===== src/wav_header_chunk_parser_macros.svh =====
// Assertion macros for the WAV header chunk parser.
// Included by whcp_parse_core, the RTL file that carries concurrent checks; depends on nothing.
`ifndef WAV_HEADER_CHUNK_PARSER_MACROS_SVH
`define WAV_HEADER_CHUNK_PARSER_MACROS_SVH

// Same-cycle implication, disabled during reset
`define WHCP_ASSERT_IMPLY(name, clk, rst, ante, cons, msg) \
   name: assert property (@(posedge clk) disable iff (rst) (ante) |-> (cons)) \
      else $error(msg);

// Next-cycle implication, disabled during reset
`define WHCP_ASSERT_NEXT(name, clk, rst, ante, cons, msg) \
   name: assert property (@(posedge clk) disable iff (rst) (ante) |=> (cons)) \
      else $error(msg);

`endif


===== src/whcp_pkg.sv =====
// Shared types and constants of the WAV header chunk parser.
// No dependencies; imported by all parser modules.
`default_nettype none

package whcp_pkg;

   // Parse phases
   typedef enum logic [1:0] {
      PH_HEADER = 2'd0,
      PH_CHUNK  = 2'd1,
      PH_SKIP   = 2'd2,
      PH_DONE   = 2'd3
   } whcp_phase_type;

   // Result status codes
   typedef enum logic [1:0] {
      ST_OK     = 2'd0,
      ST_BAD    = 2'd1,
      ST_NODATA = 2'd2,
      ST_TRUNC  = 2'd3
   } whcp_status_type;

   // Tags as they sit in the little-endian shift register
   localparam logic [31:0] RIFF_TAG = 32'h4646_4952;
   localparam logic [31:0] WAVE_TAG = 32'h4556_4157;
   localparam logic [31:0] DATA_TAG = 32'h6174_6164;

   // Byte positions inside the fixed header
   localparam logic [5:0] POS_RIFF_END  = 6'd3;
   localparam logic [5:0] POS_WAVE_END  = 6'd11;
   localparam logic [5:0] POS_CHAN_LO   = 6'd22;
   localparam logic [5:0] POS_CHAN_HI   = 6'd23;
   localparam logic [5:0] POS_RATE_B0   = 6'd24;
   localparam logic [5:0] POS_RATE_B1   = 6'd25;
   localparam logic [5:0] POS_RATE_B2   = 6'd26;
   localparam logic [5:0] POS_RATE_B3   = 6'd27;
   localparam logic [5:0] POS_BITS_LO   = 6'd34;
   localparam logic [5:0] POS_HDR_LAST  = 6'd35;

   // Byte positions inside a chunk header
   localparam logic [5:0] POS_CTAG_END  = 6'd3;
   localparam logic [5:0] POS_CHDR_LAST = 6'd7;

   // One input byte
   typedef struct packed {
      logic [7:0] byte_in;
      logic       last_byte;
   } whcp_item_type;

   // One result
   typedef struct packed {
      whcp_status_type status;
      logic [31:0]     payload_bytes;
      logic [15:0]     channel_count;
      logic [31:0]     frame_rate;
      logic [15:0]     sample_bits;
   } whcp_result_type;

endpackage

`default_nettype wire


===== src/whcp_if.sv =====
// Valid/ready channel interfaces of the WAV header chunk parser.
// No dependencies; used by the parser top level and its stages.
`default_nettype none

// Byte stream channel
interface whcp_req_if;
   logic       valid;
   logic       ready;
   logic [7:0] byte_in;
   logic       last_byte;

   modport source (output valid, output byte_in, output last_byte, input ready);
   modport sink   (input valid, input byte_in, input last_byte, output ready);
endinterface

// Result channel
interface whcp_rsp_if;
   logic        valid;
   logic        ready;
   logic [1:0]  status;
   logic [31:0] payload_bytes;
   logic [15:0] channel_count;
   logic [31:0] frame_rate;
   logic [15:0] sample_bits;

   modport source (output valid, output status, output payload_bytes, output channel_count,
                   output frame_rate, output sample_bits, input ready);
   modport sink   (input valid, input status, input payload_bytes, input channel_count,
                   input frame_rate, input sample_bits, output ready);
endinterface

`default_nettype wire


===== src/whcp_in_stage.sv =====
// Input register of the WAV header chunk parser.
// Depends on whcp_pkg and whcp_req_if.
`default_nettype none

module whcp_in_stage import whcp_pkg::*; (
   input  wire logic    clock,
   input  wire logic    reset,
   whcp_req_if.sink     req_chan,
   output whcp_item_type item_o,
   output logic         item_valid_o,
   input  wire logic    item_take_i
);

   logic          valid_ff, valid_in;
   whcp_item_type item_ff, item_in;

   // Register is free when empty or being drained this cycle
   assign req_chan.ready = !valid_ff || item_take_i;

   always_comb begin
      valid_in = req_chan.ready ? req_chan.valid : valid_ff;
      item_in  = item_ff;
      if (req_chan.valid && req_chan.ready) begin
         item_in.byte_in   = req_chan.byte_in;
         item_in.last_byte = req_chan.last_byte;
      end
   end

   always_ff @(posedge clock) begin
      if (reset) begin
         valid_ff <= 1'b0;
      end else begin
         valid_ff <= valid_in;
      end
   end

   always_ff @(posedge clock) begin
      item_ff <= item_in;
   end

   assign item_o       = item_ff;
   assign item_valid_o = valid_ff;

endmodule

`default_nettype wire


===== src/whcp_parse_core.sv =====
// Parse state and per-byte decode of the WAV header chunk parser.
// Depends on whcp_pkg and wav_header_chunk_parser_macros.svh.
`default_nettype none

`include "wav_header_chunk_parser_macros.svh"

module whcp_parse_core import whcp_pkg::*; (
   input  wire logic     clock,
   input  wire logic     reset,
   input  wire whcp_item_type item_i,
   input  wire logic     item_valid_i,
   output logic          item_take_o,
   input  wire logic     out_free_i,
   output logic          rsp_valid_o,
   output whcp_result_type rsp_data_o
);

   whcp_phase_type phase_ff, phase_in;
   logic [5:0]     pos_ff, pos_in;
   logic [31:0]    tag_ff, tag_in;
   logic [31:0]    chunk_len_ff, chunk_len_in;
   logic [31:0]    skip_ff, skip_in;
   logic [15:0]    chan_ff, chan_in;
   logic [31:0]    rate_ff, rate_in;
   logic [15:0]    bits_ff, bits_in;
   logic           tags_ok_ff, tags_ok_in;

   logic            emit;
   whcp_status_type emit_status;
   logic [31:0]     emit_size;
   logic [31:0]     skip_dec;
   logic [7:0]      b;
   logic            last;

   assign b        = item_i.byte_in;
   assign last     = item_i.last_byte;
   assign skip_dec = skip_ff - 32'd1;

   // Next phase
   always_comb begin
      phase_in = phase_ff;
      case (phase_ff)
         PH_HEADER: begin
            if (pos_ff >= POS_HDR_LAST) begin
               if (!tags_ok_in) begin
                  phase_in = PH_DONE;
               end else if (!last) begin
                  phase_in = PH_CHUNK;
               end
            end
         end
         PH_CHUNK: begin
            if (pos_ff >= POS_CHDR_LAST) begin
               if (chunk_len_ff == DATA_TAG) begin
                  phase_in = PH_DONE;
               end else if (!last && tag_in != '0) begin
                  phase_in = PH_SKIP;
               end
            end
         end
         PH_SKIP: begin
            if (!last && skip_dec == '0) begin
               phase_in = PH_CHUNK;
            end
         end
         default: begin
            phase_in = phase_ff;
         end
      endcase
   end

   // Datapath and result decode
   always_comb begin
      tag_in       = {b, tag_ff[31:8]};
      pos_in       = pos_ff;
      chunk_len_in = chunk_len_ff;
      skip_in      = skip_ff;
      chan_in      = chan_ff;
      rate_in      = rate_ff;
      bits_in      = bits_ff;
      tags_ok_in   = tags_ok_ff;
      emit         = 1'b0;
      emit_status  = ST_OK;
      emit_size    = '0;

      case (phase_ff)
         PH_HEADER: begin
            if (pos_ff == POS_RIFF_END && tag_in != RIFF_TAG) begin
               tags_ok_in = 1'b0;
            end
            if (pos_ff == POS_WAVE_END && tag_in != WAVE_TAG) begin
               tags_ok_in = 1'b0;
            end
            // Field capture, little endian
            case (pos_ff)
               POS_CHAN_LO:  chan_in[7:0]    = b;
               POS_CHAN_HI:  chan_in[15:8]   = b;
               POS_RATE_B0:  rate_in[7:0]    = b;
               POS_RATE_B1:  rate_in[15:8]   = b;
               POS_RATE_B2:  rate_in[23:16]  = b;
               POS_RATE_B3:  rate_in[31:24]  = b;
               POS_BITS_LO:  bits_in[7:0]    = b;
               POS_HDR_LAST: bits_in[15:8]   = b;
               default: begin
               end
            endcase
            if (pos_ff >= POS_HDR_LAST) begin
               if (!tags_ok_in) begin
                  emit        = 1'b1;
                  emit_status = ST_BAD;
               end else if (last) begin
                  emit        = 1'b1;
                  emit_status = ST_NODATA;
               end else begin
                  pos_in = '0;
               end
            end else if (last) begin
               emit        = 1'b1;
               emit_status = ST_TRUNC;
            end else begin
               pos_in = pos_ff + 6'd1;
            end
         end
         PH_CHUNK: begin
            // Tag parks in chunk_len until the size word is complete
            if (pos_ff == POS_CTAG_END) begin
               chunk_len_in = tag_in;
            end
            if (pos_ff >= POS_CHDR_LAST) begin
               chunk_len_in = tag_in;
               if (chunk_len_ff == DATA_TAG) begin
                  emit        = 1'b1;
                  emit_status = ST_OK;
                  emit_size   = tag_in;
               end else if (last) begin
                  emit        = 1'b1;
                  emit_status = ST_NODATA;
               end else if (tag_in == '0) begin
                  pos_in = '0;
               end else begin
                  skip_in = tag_in;
                  pos_in  = '0;
               end
            end else if (last) begin
               emit        = 1'b1;
               emit_status = ST_NODATA;
            end else begin
               pos_in = pos_ff + 6'd1;
            end
         end
         PH_SKIP: begin
            if (last) begin
               emit        = 1'b1;
               emit_status = ST_NODATA;
            end else begin
               skip_in = skip_dec;
               if (skip_dec == '0) begin
                  pos_in = '0;
               end
            end
         end
         default: begin
         end
      endcase
   end

   // Handshake toward the output register
   assign item_take_o = item_valid_i && (!emit || out_free_i);
   assign rsp_valid_o = item_take_o && emit;

   always_comb begin
      rsp_data_o.status        = emit_status;
      rsp_data_o.payload_bytes = emit_size;
      rsp_data_o.channel_count = chan_in;
      rsp_data_o.frame_rate    = rate_in;
      rsp_data_o.sample_bits   = bits_in;
   end

   // State registers; the last byte rearms everything
   always_ff @(posedge clock) begin
      if (reset || (item_take_o && last)) begin
         phase_ff     <= PH_HEADER;
         pos_ff       <= '0;
         tag_ff       <= '0;
         chunk_len_ff <= '0;
         skip_ff      <= '0;
         chan_ff      <= '0;
         rate_ff      <= '0;
         bits_ff      <= '0;
         tags_ok_ff   <= 1'b1;
      end else if (item_take_o) begin
         phase_ff     <= phase_in;
         pos_ff       <= pos_in;
         tag_ff       <= tag_in;
         chunk_len_ff <= chunk_len_in;
         skip_ff      <= skip_in;
         chan_ff      <= chan_in;
         rate_ff      <= rate_in;
         bits_ff      <= bits_in;
         tags_ok_ff   <= tags_ok_in;
      end
   end

   // Checks
   `WHCP_ASSERT_IMPLY(a_hdr_pos_range, clock, reset, phase_ff == PH_HEADER,
      pos_ff <= POS_HDR_LAST, "header byte position out of range")
   `WHCP_ASSERT_IMPLY(a_size_only_ok, clock, reset,
      rsp_valid_o && rsp_data_o.status != ST_OK, rsp_data_o.payload_bytes == '0,
      "nonzero data size on a failing status")
   `WHCP_ASSERT_NEXT(a_last_rearms, clock, reset, item_take_o && last,
      phase_ff == PH_HEADER && pos_ff == '0 && tags_ok_ff, "last byte did not rearm parser")
   `WHCP_ASSERT_IMPLY(a_no_result_in_done, clock, reset,
      phase_ff == PH_DONE, !rsp_valid_o, "result produced after parse finished")

endmodule

`default_nettype wire


===== src/whcp_out_stage.sv =====
// Result register of the WAV header chunk parser.
// Depends on whcp_pkg and whcp_rsp_if.
`default_nettype none

module whcp_out_stage import whcp_pkg::*; (
   input  wire logic      clock,
   input  wire logic      reset,
   input  wire logic      load_i,
   input  wire whcp_result_type data_i,
   output logic           free_o,
   whcp_rsp_if.source     rsp_chan
);

   logic            valid_ff, valid_in;
   whcp_result_type data_ff, data_in;

   // Empty, or the held transaction leaves this cycle
   assign free_o = !valid_ff || rsp_chan.ready;

   always_comb begin
      valid_in = load_i || (valid_ff && !rsp_chan.ready);
      data_in  = load_i ? data_i : data_ff;
   end

   always_ff @(posedge clock) begin
      if (reset) begin
         valid_ff <= 1'b0;
      end else begin
         valid_ff <= valid_in;
      end
   end

   always_ff @(posedge clock) begin
      data_ff <= data_in;
   end

   assign rsp_chan.valid         = valid_ff;
   assign rsp_chan.status        = data_ff.status;
   assign rsp_chan.payload_bytes = data_ff.payload_bytes;
   assign rsp_chan.channel_count = data_ff.channel_count;
   assign rsp_chan.frame_rate    = data_ff.frame_rate;
   assign rsp_chan.sample_bits   = data_ff.sample_bits;

endmodule

`default_nettype wire


===== src/wav_header_chunk_parser.sv =====
// Path: a result reaches rsp_chan through the input register, then the result register.
// Throughput: one byte per cycle; a byte that yields a result waits in the input
// register only while the result register still holds an unaccepted transaction.
// Reset: synchronous, active high; clears both stage valids and the parse state.
// The byte marked last also returns the parse state to its reset values.
`default_nettype none

module wav_header_chunk_parser import whcp_pkg::*; (
   input  wire logic  clock,
   input  wire logic  reset,
   whcp_req_if.sink   req_chan,
   whcp_rsp_if.source rsp_chan
);

   whcp_item_type   item;
   logic            item_valid;
   logic            item_take;
   logic            out_free;
   logic            rsp_load;
   whcp_result_type rsp_data;

   // Input register
   whcp_in_stage u_in_stage (
      .clock       (clock),
      .reset       (reset),
      .req_chan    (req_chan),
      .item_o      (item),
      .item_valid_o(item_valid),
      .item_take_i (item_take)
   );

   // Header and chunk walk
   whcp_parse_core u_parse_core (
      .clock       (clock),
      .reset       (reset),
      .item_i      (item),
      .item_valid_i(item_valid),
      .item_take_o (item_take),
      .out_free_i  (out_free),
      .rsp_valid_o (rsp_load),
      .rsp_data_o  (rsp_data)
   );

   // Result register
   whcp_out_stage u_out_stage (
      .clock   (clock),
      .reset   (reset),
      .load_i  (rsp_load),
      .data_i  (rsp_data),
      .free_o  (out_free),
      .rsp_chan(rsp_chan)
   );

endmodule

`default_nettype wire


===== src/flat_wrapper.sv =====
// flat-port wrapper written by rule: the top's interface ports become plain ports
module wav_header_chunk_parser_flat import whcp_pkg::*;
  (clock, reset, req_chan_valid, req_chan_byte_in, req_chan_last_byte, req_chan_ready, rsp_chan_valid, rsp_chan_status, rsp_chan_payload_bytes, rsp_chan_channel_count, rsp_chan_frame_rate, rsp_chan_sample_bits, rsp_chan_ready);
  whcp_req_if req_chan_i ();
  whcp_rsp_if rsp_chan_i ();
  input  wire logic clock;
  input  wire logic reset;
  input wire logic [$bits(req_chan_i.valid)-1:0] req_chan_valid;
  input wire logic [$bits(req_chan_i.byte_in)-1:0] req_chan_byte_in;
  input wire logic [$bits(req_chan_i.last_byte)-1:0] req_chan_last_byte;
  output wire logic [$bits(req_chan_i.ready)-1:0] req_chan_ready;
  output wire logic [$bits(rsp_chan_i.valid)-1:0] rsp_chan_valid;
  output wire logic [$bits(rsp_chan_i.status)-1:0] rsp_chan_status;
  output wire logic [$bits(rsp_chan_i.payload_bytes)-1:0] rsp_chan_payload_bytes;
  output wire logic [$bits(rsp_chan_i.channel_count)-1:0] rsp_chan_channel_count;
  output wire logic [$bits(rsp_chan_i.frame_rate)-1:0] rsp_chan_frame_rate;
  output wire logic [$bits(rsp_chan_i.sample_bits)-1:0] rsp_chan_sample_bits;
  input wire logic [$bits(rsp_chan_i.ready)-1:0] rsp_chan_ready;
  assign req_chan_i.valid = req_chan_valid;
  assign req_chan_i.byte_in = req_chan_byte_in;
  assign req_chan_i.last_byte = req_chan_last_byte;
  assign req_chan_ready = req_chan_i.ready;
  assign rsp_chan_valid = rsp_chan_i.valid;
  assign rsp_chan_status = rsp_chan_i.status;
  assign rsp_chan_payload_bytes = rsp_chan_i.payload_bytes;
  assign rsp_chan_channel_count = rsp_chan_i.channel_count;
  assign rsp_chan_frame_rate = rsp_chan_i.frame_rate;
  assign rsp_chan_sample_bits = rsp_chan_i.sample_bits;
  assign rsp_chan_i.ready = rsp_chan_ready;
  wav_header_chunk_parser u_core (.clock(clock), .reset(reset), .req_chan(req_chan_i), .rsp_chan(rsp_chan_i));
endmodule

===== config.mk =====
export PLATFORM = sky130hd
export DESIGN_NAME = wav_header_chunk_parser_flat
export DESIGN_NICKNAME = d
export VERILOG_FILES = /design/src/whcp_pkg.sv /design/src/whcp_if.sv /design/src/whcp_in_stage.sv /design/src/whcp_parse_core.sv /design/src/whcp_out_stage.sv /design/src/wav_header_chunk_parser.sv /design/src/flat_wrapper.sv
export VERILOG_INCLUDE_DIRS = /design/src /design/src/src
export SDC_FILE = /design/constraint.sdc
export NUM_CORES = 1
export LEC_CHECK = 0
export ABC_AREA = 1
export BUFFER_PORTS_ARGS = -buffer_cell sky130_fd_sc_hd__buf_2
export CORE_UTILIZATION = 55
export CTS_CLUSTER_SIZE = 16
export DETAILED_ROUTE_END_ITERATION = 10
export GPL_TIMING_DRIVEN = 0
export PLACE_DENSITY_LB_ADDON = 0.25
export SETUP_SLACK_MARGIN = 0.02
export SLEW_MARGIN = 30
export SYNTH_ARGS = -nofsm -noshare
export SYNTH_HDL_FRONTEND = slang
export SYNTH_SLANG_ARGS = --single-unit

===== constraint.sdc =====
create_clock -name clock -period 4.7 [get_ports clock]
set_input_delay 0.235 -clock clock [delete_from_list [all_inputs] [get_ports clock]]
set_output_delay 0.235 -clock clock [all_outputs]
set_load 0.03 [all_outputs]

==> impl_metrics.py, run 1 <==
metrics = {
    "sta": {
        "max_clock_freq_mhz": 275,
        "setup_viol": 0,
        "rsz0062_at_grt": "no",
        "finalMaxSlewViolations": 0,
        "finalCritPeriodShare_pct": 77.5,
        "fin_worst_skew_ps": 19.7,
        "holdWs_ps": 41.6,
        "tightest_slew_ps": 964,
        "hold_viol_final": 0,
        "slew_headroom_pct": 35.7,
        "fin_crit_ps": 3640,
    },
    "synthesis": {
        "synth_top_cell_by_area": "dfxtp_1",
        "syn-num-nets": 1593,
        "netlist_instances": 1569,
        "ys_types": 43,
        "syn_area_per_cell_sq_um": 7.85,
        "synth_top_area_share_pct": 26.5,
        "synthFlopType": "dfxtp_1",
        "ys_seq_area_share_pct": 52.5,
        "synth_edf_count": 107,
        "synth_seq_cells": 270,
        "synth_area_leaders": "dfxtp_1 (26%), edfxtp_1 (26%), nand2_1 (16%)",
        "synth_area_sq_mm": 0.0123,
        "async_flop_share_pct": 0,
        "yosys_warnings": 0,
    },
    "worst_setup_path": {
        "start_kind": "register",
        "worstPathArrival_ps": 3840,
        "rrSetupSlack_ps": 1060,
        "path_cells": "inv_2 -> nand2_1 -> nor2_1 -> nand2_1 -> nor2_1 -> nand2_1 -> nand2_1 -> nand3_2 -> nand3_2 -> nand2_1 -> nand3_2 -> nand2_4 -> inv_4 -> buf_6 -> nand2_1 -> inv_6 -> buf_16",
        "slowest_delay_ps": 550,
        "rr_worst_depth": 17,
        "worstSetupPathType": "register to register",
        "critPathCaptureType": "register",
        "slowest_stage": "edfxtp_1",
        "cp_max_fo": 76,
        "cp.required_ps": 4890,
        "crit_top_cell": "nand2_1",
    },
    "placement": {
        "io_buffers": 112,
        "globalplace.congestion": 0.987,
        "dp_hpwl_um": 24700,
    },
    "grt": {
        "grt_max_degree": 77,
        "grt_pass1_wl_um": 54400,
        "grt_pass1_vias": 10300,
        "gr-total-overflow": 0,
        "grtUsageTotal_pct": 30.7,
        "antenna_found_initial": 0,
    },
    "floorplan": {
        "die_x_um": 152,
        "num_io_pins": 113,
        "die-area_sq_mm": 0.0230,
        "initial_core_util_pct": 56.3,
        "coreArea_sq_mm": 0.0219,
        "row_count": 54,
        "die_y_um": 152,
    },
    "clocking": {
        "clk_path_buf_depth": 3,
        "h-tree-depth": 1,
        "worst_skew_pair.late_latency_ps": 550,
        "clock-sinks": 270,
        "clockRootBuffer": "clkbuf_16",
        "clk_pin_slew_ps": 60,
        "cts_tree": "done",
        "cts_buffers": 28,
        "cts_resized": 0,
    },
    "power_and_ir_drop": {
        "power.density_mw_per_mm2": 342,
        "max-vdd-ir-drop_v": 0.000320,
        "leakage_nw": 5.63,
    },
    "final_layout": {
        "nets": 1747,
        "post-route-util_pct": 65.1,
        "antenna_cells": 0,
        "area_growth_pct": 15.6,
        "multi_input_area_sq_mm": 0.00504,
        "nFillCells": 1908,
        "drive_gt1_share_pct": 13.6,
        "regArea_sq_mm": 0.00648,
    },
    "drt": {
        "vias_per_cell": 5.56,
        "vias": 11300,
        "detail-route-antenna-nets": 0,
        "drt-total-wl_um": 35000,
        "drc_errors": 0,
        "first_pass_iters": 5,
        "wl_per_cell_um": 17.3,
        "first_iter_violations": 1051,
    },
    "run_status": {
        "outcome": "completed",
    },
    "hold_path": {
        "hold_depth": 4,
        "holdCritPathClass": "input pin to register",
    },
    "flow_run": {
        "cap_violations": 0,
    },
}
-- logic make-up (layout without fill, tap and decap cells) --
logic type	after synthesis	in the layout	share of synthesized area (%)
and+or+nand+nor	834	834	27.6
DFF	270	270	52.5
AOI/OAI and AO/OA	269	269	11.6
buffers and inverters	177	353	6.55
adders and majority gates	11	11	1.12
xor gates and xnor gates	7	7	0.497
muxes	1	1	0.0812
-- worst max-delay path, delay by kind of cell, from the launching register on --
family | cells | cell delay [ps]
buffers and inverters | 5 | 1360
DFF | 1 | 550
and+or+nand+nor | 12 | 1290
-- path summary, 6_finish.rpt --
check                                                                       start                                              endpoint
worst max-delay path                        u_core.u_in_stage.item_o[4]$_DFFE_PP_  u_core.u_out_stage.rsp_chan.sample_bits[0]$_DFFE_PP_
worst max register to register              u_core.u_in_stage.item_o[4]$_DFFE_PP_  u_core.u_out_stage.rsp_chan.sample_bits[0]$_DFFE_PP_
worst min register to register  u_core.u_parse_core.chunk_len_ff[14]$_SDFFE_PP0P_     u_core.u_parse_core.chunk_len_ff[14]$_SDFFE_PP0P_
worst min-delay path                                               rsp_chan_ready          u_core.u_out_stage.rsp_chan.valid$_SDFF_PP0_
-- per-layer routing --
metal / share of wire (%) / GRT usage [%] / wire [um] / vias up
met3: 8.4 / 4.58 / 2940 / 81
met2: 44 / 47.8 / 15500 / 474
met1: 44 / 43.8 / 15500 / 5272
met4: 2.9 / 10.2 / 1020 / 0
met5: 0 / 0 / 0 / -
li1: - / - / - / 5426
-- per-stage QoR --
step	total power, mW	TNS (ps)	cell area [sq um]	instances	worst slack (ps)
2_1_floorplan	2.72	0	12300	1569	632
3_3_place_gp	2.81	-97210	13200	1961	-1000
3_5_place_dp	2.82	0	13300	1962	1180
4_1_cts	4.87	0	14200	2025	1170
5_1_grt	5.00	0	14200	2025	926
6_report	4.87	0	14200	2025	1060
-- where the power goes --
part	leakage, nW	switching (mW)	internal (mW)
Combinational	2.79	0.216	0.0797
Sequential	2.41	0.0294	2.46
Clock	0.424	0.922	1.16
Total	5.63	1.17	3.70
-- cells in the final DEF, fill, tap and decap left out, types with 7 or more instances in the layout --
master,count
nand2_1,532
edfxtp_1,107
a21oi_1,164
buf_6,8
inv_1,92
o21ai_0,83
nor2_1,187
clkbuf_1,27
a21oi_2,10
buf_4,14
dfxtp_1,163
nand3_1,60
clkbuf_16,29
clkinv_2,7
nand4_1,14
buf_2,134
nor3_1,12
ha_1,11
dlygate4sd3_1,11
buf_1,11
-- registers in the layout, indices dropped and copies added, names as in the netlist --
| register | flops |
|---|---|
| u_core.u_out_stage.rsp_chan.frame_rate | 32 |
| u_core.u_out_stage.rsp_chan.payload_bytes | 32 |
| u_core.u_parse_core.chunk_len_ff | 32 |
| u_core.u_parse_core.rate_ff | 32 |
| u_core.u_parse_core.skip_ff | 32 |
| u_core.u_parse_core.tag_ff | 24 |
| u_core.u_out_stage.rsp_chan.channel_count | 16 |
| u_core.u_out_stage.rsp_chan.sample_bits | 16 |
| u_core.u_parse_core.bits_ff | 16 |
| u_core.u_parse_core.chan_ff | 16 |
| u_core.u_in_stage.item_o | 9 |
| u_core.u_parse_core.pos_ff | 6 |
| u_core.u_out_stage.rsp_chan.status | 2 |
| u_core.u_parse_core.phase_ff | 2 |
| u_core.u_in_stage.item_valid_o | 1 |
| u_core.u_out_stage.rsp_chan.valid | 1 |
| u_core.u_parse_core.tags_ok_ff | 1 |
-- cell type report --
cell class,count,share of cell area (%)
timing repair buffer,124,4.90
clock buffer,38,5.47
multi-input combinational,1122,35.4
inverter,102,2.74
buffer,75,2.96
tap,280,2.46
clock inverter,14,0.589
sequential,270,45.5
-- Yosys cell counts (all sizes together), types with 3 or more instances --
library cell	n
nand2	535
nor2	194
a21oi	174
dfxtp	163
edfxtp	107
inv	99
o21ai	85
nand3	64
buf	55
clkbuf	20
nor3	16
nand4	14
ha	11
nand3b	6
xor2	6
nor4	4
clkinv	3
-- timing repair --
item                                   in CTS  in global routing
endpoints found under the hold margin      11                  0
buffers inserted                            0                  0
hold buffers                               11                  0
setup endpoints to repair                   0                  0
(Power assumes the default switching activity.)
==> run 2, diff against run 1 <==
--- a/config.mk
+++ b/config.mk
@@ -6,7 +6,7 @@
 export SDC_FILE = /design/constraint.sdc
 export NUM_CORES = 1
 export LEC_CHECK = 0
-export ABC_AREA = 1
+export ABC_AREA = 0
 export BUFFER_PORTS_ARGS = -buffer_cell sky130_fd_sc_hd__buf_2
 export CORE_UTILIZATION = 55
 export CTS_CLUSTER_SIZE = 16
==> constraint.sdc (replaced) <==
create_clock -name clock -period 3.4 [get_ports clock]
set_input_delay 0.17 -clock clock [delete_from_list [all_inputs] [get_ports clock]]
set_output_delay 0.17 -clock clock [all_outputs]
set_load 0.03 [all_outputs]
==> run 2 against run 1 <==
Effect of this change: synthesized cell count shrank 23%; die area is 3.6% lower; cell count is 17% lower; critical path type unchanged; sequential power is 37% higher; largest power group unchanged.
==> impl_metrics.py, run 2 <==
metrics = {
    "clocking": {
        "clock-sinks": 270,
        "clk_pin_slew_ps": 60,
        "h-tree-depth": 1,
        "cts_tree": "done",
        "clockRootBuffer": "clkbuf_16",
        "worst_skew_pair.late_latency_ps": 560,
        "clk_path_buf_depth": 3,
        "cts_buffers": 28,
    },
    "worst_setup_path": {
        "cp_top_family": "simple AND/OR/NAND/NOR gates",
        "worstSetupPathType": "register to register",
        "crit_buf_inv": 2,
        "cp.required_ps": 3850,
        "slowest_stage": "or4_4",
        "crit_top_cell": "or4_4",
        "slowest_delay_ps": 540,
        "worstPathArrival_ps": 3810,
        "cp_max_fo": 10,
        "critPathCaptureType": "register",
        "path_cells": "buf_6 -> nor4_4 -> nand4b_1 -> or4_4 -> a221o_1 -> or4_4 -> o41ai_4 -> buf_4 -> a311oi_1 -> a31o_1",
        "start_kind": "register",
    },
    "drt": {
        "drt-total-wl_um": 34300,
        "drc_errors": 0,
        "vias_per_cell": 6.04,
        "detail-route-antenna-nets": 0,
        "vias": 10100,
        "first_pass_iters": 6,
        "first_iter_violations": 923,
        "wl_per_cell_um": 20.4,
    },
    "sta": {
        "setup_viol": 0,
        "max_clock_freq_mhz": 298,
        "slew_headroom_pct": 40.1,
        "fin_crit_ps": 3350,
        "tightest_slew_ps": 898,
        "finalCritPeriodShare_pct": 98.6,
        "fin_worst_skew_ps": 21.3,
        "fin_tns_setup_ps": 0,
        "fin_ws_ps": 48.2,
        "finalMaxSlewViolations": 0,
        "hold_viol_final": 0,
        "holdWs_ps": 214,
    },
    "final_layout": {
        "final_common_cell": "nand2_1",
        "nets": 1407,
        "layout.cells.non_filler": 1680,
        "area_growth_pct": 20.7,
        "layout_common_cells": "nand2_1 (248), dfxtp_1 (159), a21oi_1 (134)",
        "antenna_cells": 0,
        "post-route-util_pct": 68.0,
        "drive_gt1_share_pct": 23.0,
        "fin_area_sq_mm": 0.0143,
    },
    "synthesis": {
        "synth_most_common_cell": "nand2_1",
        "syn_area_per_cell_sq_um": 9.82,
        "ys_types": 66,
        "synth_area_leaders": "dfxtp_1 (27%), edfxtp_1 (27%), nand2_1 (8.0%)",
        "syn-num-nets": 1234,
        "synth_edf_count": 107,
        "synthFlopType": "dfxtp_1",
        "yosys_warnings": 0,
        "synth_area_sq_mm": 0.0119,
        "ys_seq_area_share_pct": 54.5,
        "synth_top_area_share_pct": 27.5,
        "async_flop_share_pct": 0,
        "netlist_instances": 1210,
        "synth_common_cells": "nand2_1 (252), dfxtp_1 (163), a21oi_1 (135)",
        "synth_seq_cells": 270,
        "synth_top_cell_by_area": "dfxtp_1",
    },
    "grt": {
        "grt_pass1_wl_um": 52500,
        "antenna_found_initial": 0,
        "grtUsageTotal_pct": 30.8,
        "grt_max_degree": 28,
        "gr-total-overflow": 0,
        "grt_pass1_vias": 9367,
    },
    "placement": {
        "dp_slack_ps": -740,
        "globalplace.congestion": 0.972,
        "dp_hpwl_um": 22800,
        "postPlaceCellArea_sq_mm": 0.0129,
        "place_inst": 1601,
        "io_buffers": 112,
    },
    "floorplan": {
        "row_count": 53,
        "die-area_sq_mm": 0.0222,
        "num_io_pins": 113,
        "die_x_um": 149,
        "die_y_um": 149,
        "initial_core_util_pct": 56.3,
        "coreArea_sq_mm": 0.0211,
    },
    "flow_run": {
        "cap_violations": 0,
    },
    "power_and_ir_drop": {
        "totalPowerFinal_mw": 6.77,
        "power.density_mw_per_mm2": 473,
        "max-vdd-ir-drop_v": 0.000432,
        "leakage_nw": 5.74,
    },
    "hold_path": {
        "holdCritPathClass": "input pin to register",
    },
    "run_status": {
        "outcome": "completed",
    },
}
[run 2: repair_timing]
action | in CTS | in global routing
endpoints found under the setup margin | 155 | 188
gates cloned | 0 | 1
gates resized for setup | 28 | 85
hold buffers | 12 | 0
pin swaps | 3 | 11
endpoints found under the hold margin | 11 | 0
buffers inserted | 5 | 13
[run 2: worst paths after layout]
path | from | to | slack, ps | cells past startpoint
min | req_chan_valid | u_core.u_in_stage.item_o[7]$_DFFE_PP_ | 210 | 3
max reg2reg | u_core.u_parse_core.skip_ff[16]$_SDFFE_PP0P_ | u_core.u_parse_core.pos_ff[1]$_SDFFE_PP0P_ | 50 | 10
min reg2reg | u_core.u_parse_core.rate_ff[5]$_SDFFE_PP0N_ | u_core.u_parse_core.rate_ff[5]$_SDFFE_PP0N_ | 450 | 2
max | u_core.u_parse_core.skip_ff[16]$_SDFFE_PP0P_ | u_core.u_parse_core.pos_ff[1]$_SDFFE_PP0P_ | 50 | 10
[run 2: where the power goes]
group	leakage, nW	internal [mW]	switching, mW	total (mW)
combinational	2.88	0.0833	0.228	0.311
clock	0.453	1.76	1.28	3.04
sequential	2.40	3.39	0.0364	3.42
[run 2: final cells by class]
class | count | area (sq um)
sequential | 270 | 6480
fill | 1679 | 6750
tap | 275 | 344
clock buffer | 39 | 815
clock inverter | 13 | 116
multi-input combinational | 838 | 5200
buffer | 80 | 382
inverter | 18 | 67.6
timing repair buffer | 147 | 933
[run 2: cells by family (layout without fill, tap and decap cells)]
kind of cell	after synthesis	after routing	share of synthesized area [%]
adders and majority gates	11	11	1.16
buffers and inverters	102	297	3.35
xor gates and xnor gates	5	5	0.369
AOI/OAI and AO/OA	246	246	12.6
muxes	99	99	9.03
DFF	270	270	54.5
and+or+nand+nor	477	477	18.9
[run 2: metal layers]
| layer | share of wire (%) | global-route usage (%) |
|---|---|---|
| met5 | 0 | 0 |
| met4 | 4.0 | 13.4 |
| met3 | 7.4 | 4.83 |
| met2 | 47 | 49.3 |
| met1 | 42 | 41.3 |
[run 2: worst min-delay path, cell delays in order]
cell	delay, ps
buf_2	90
inv_1	130
a21oi_2	150
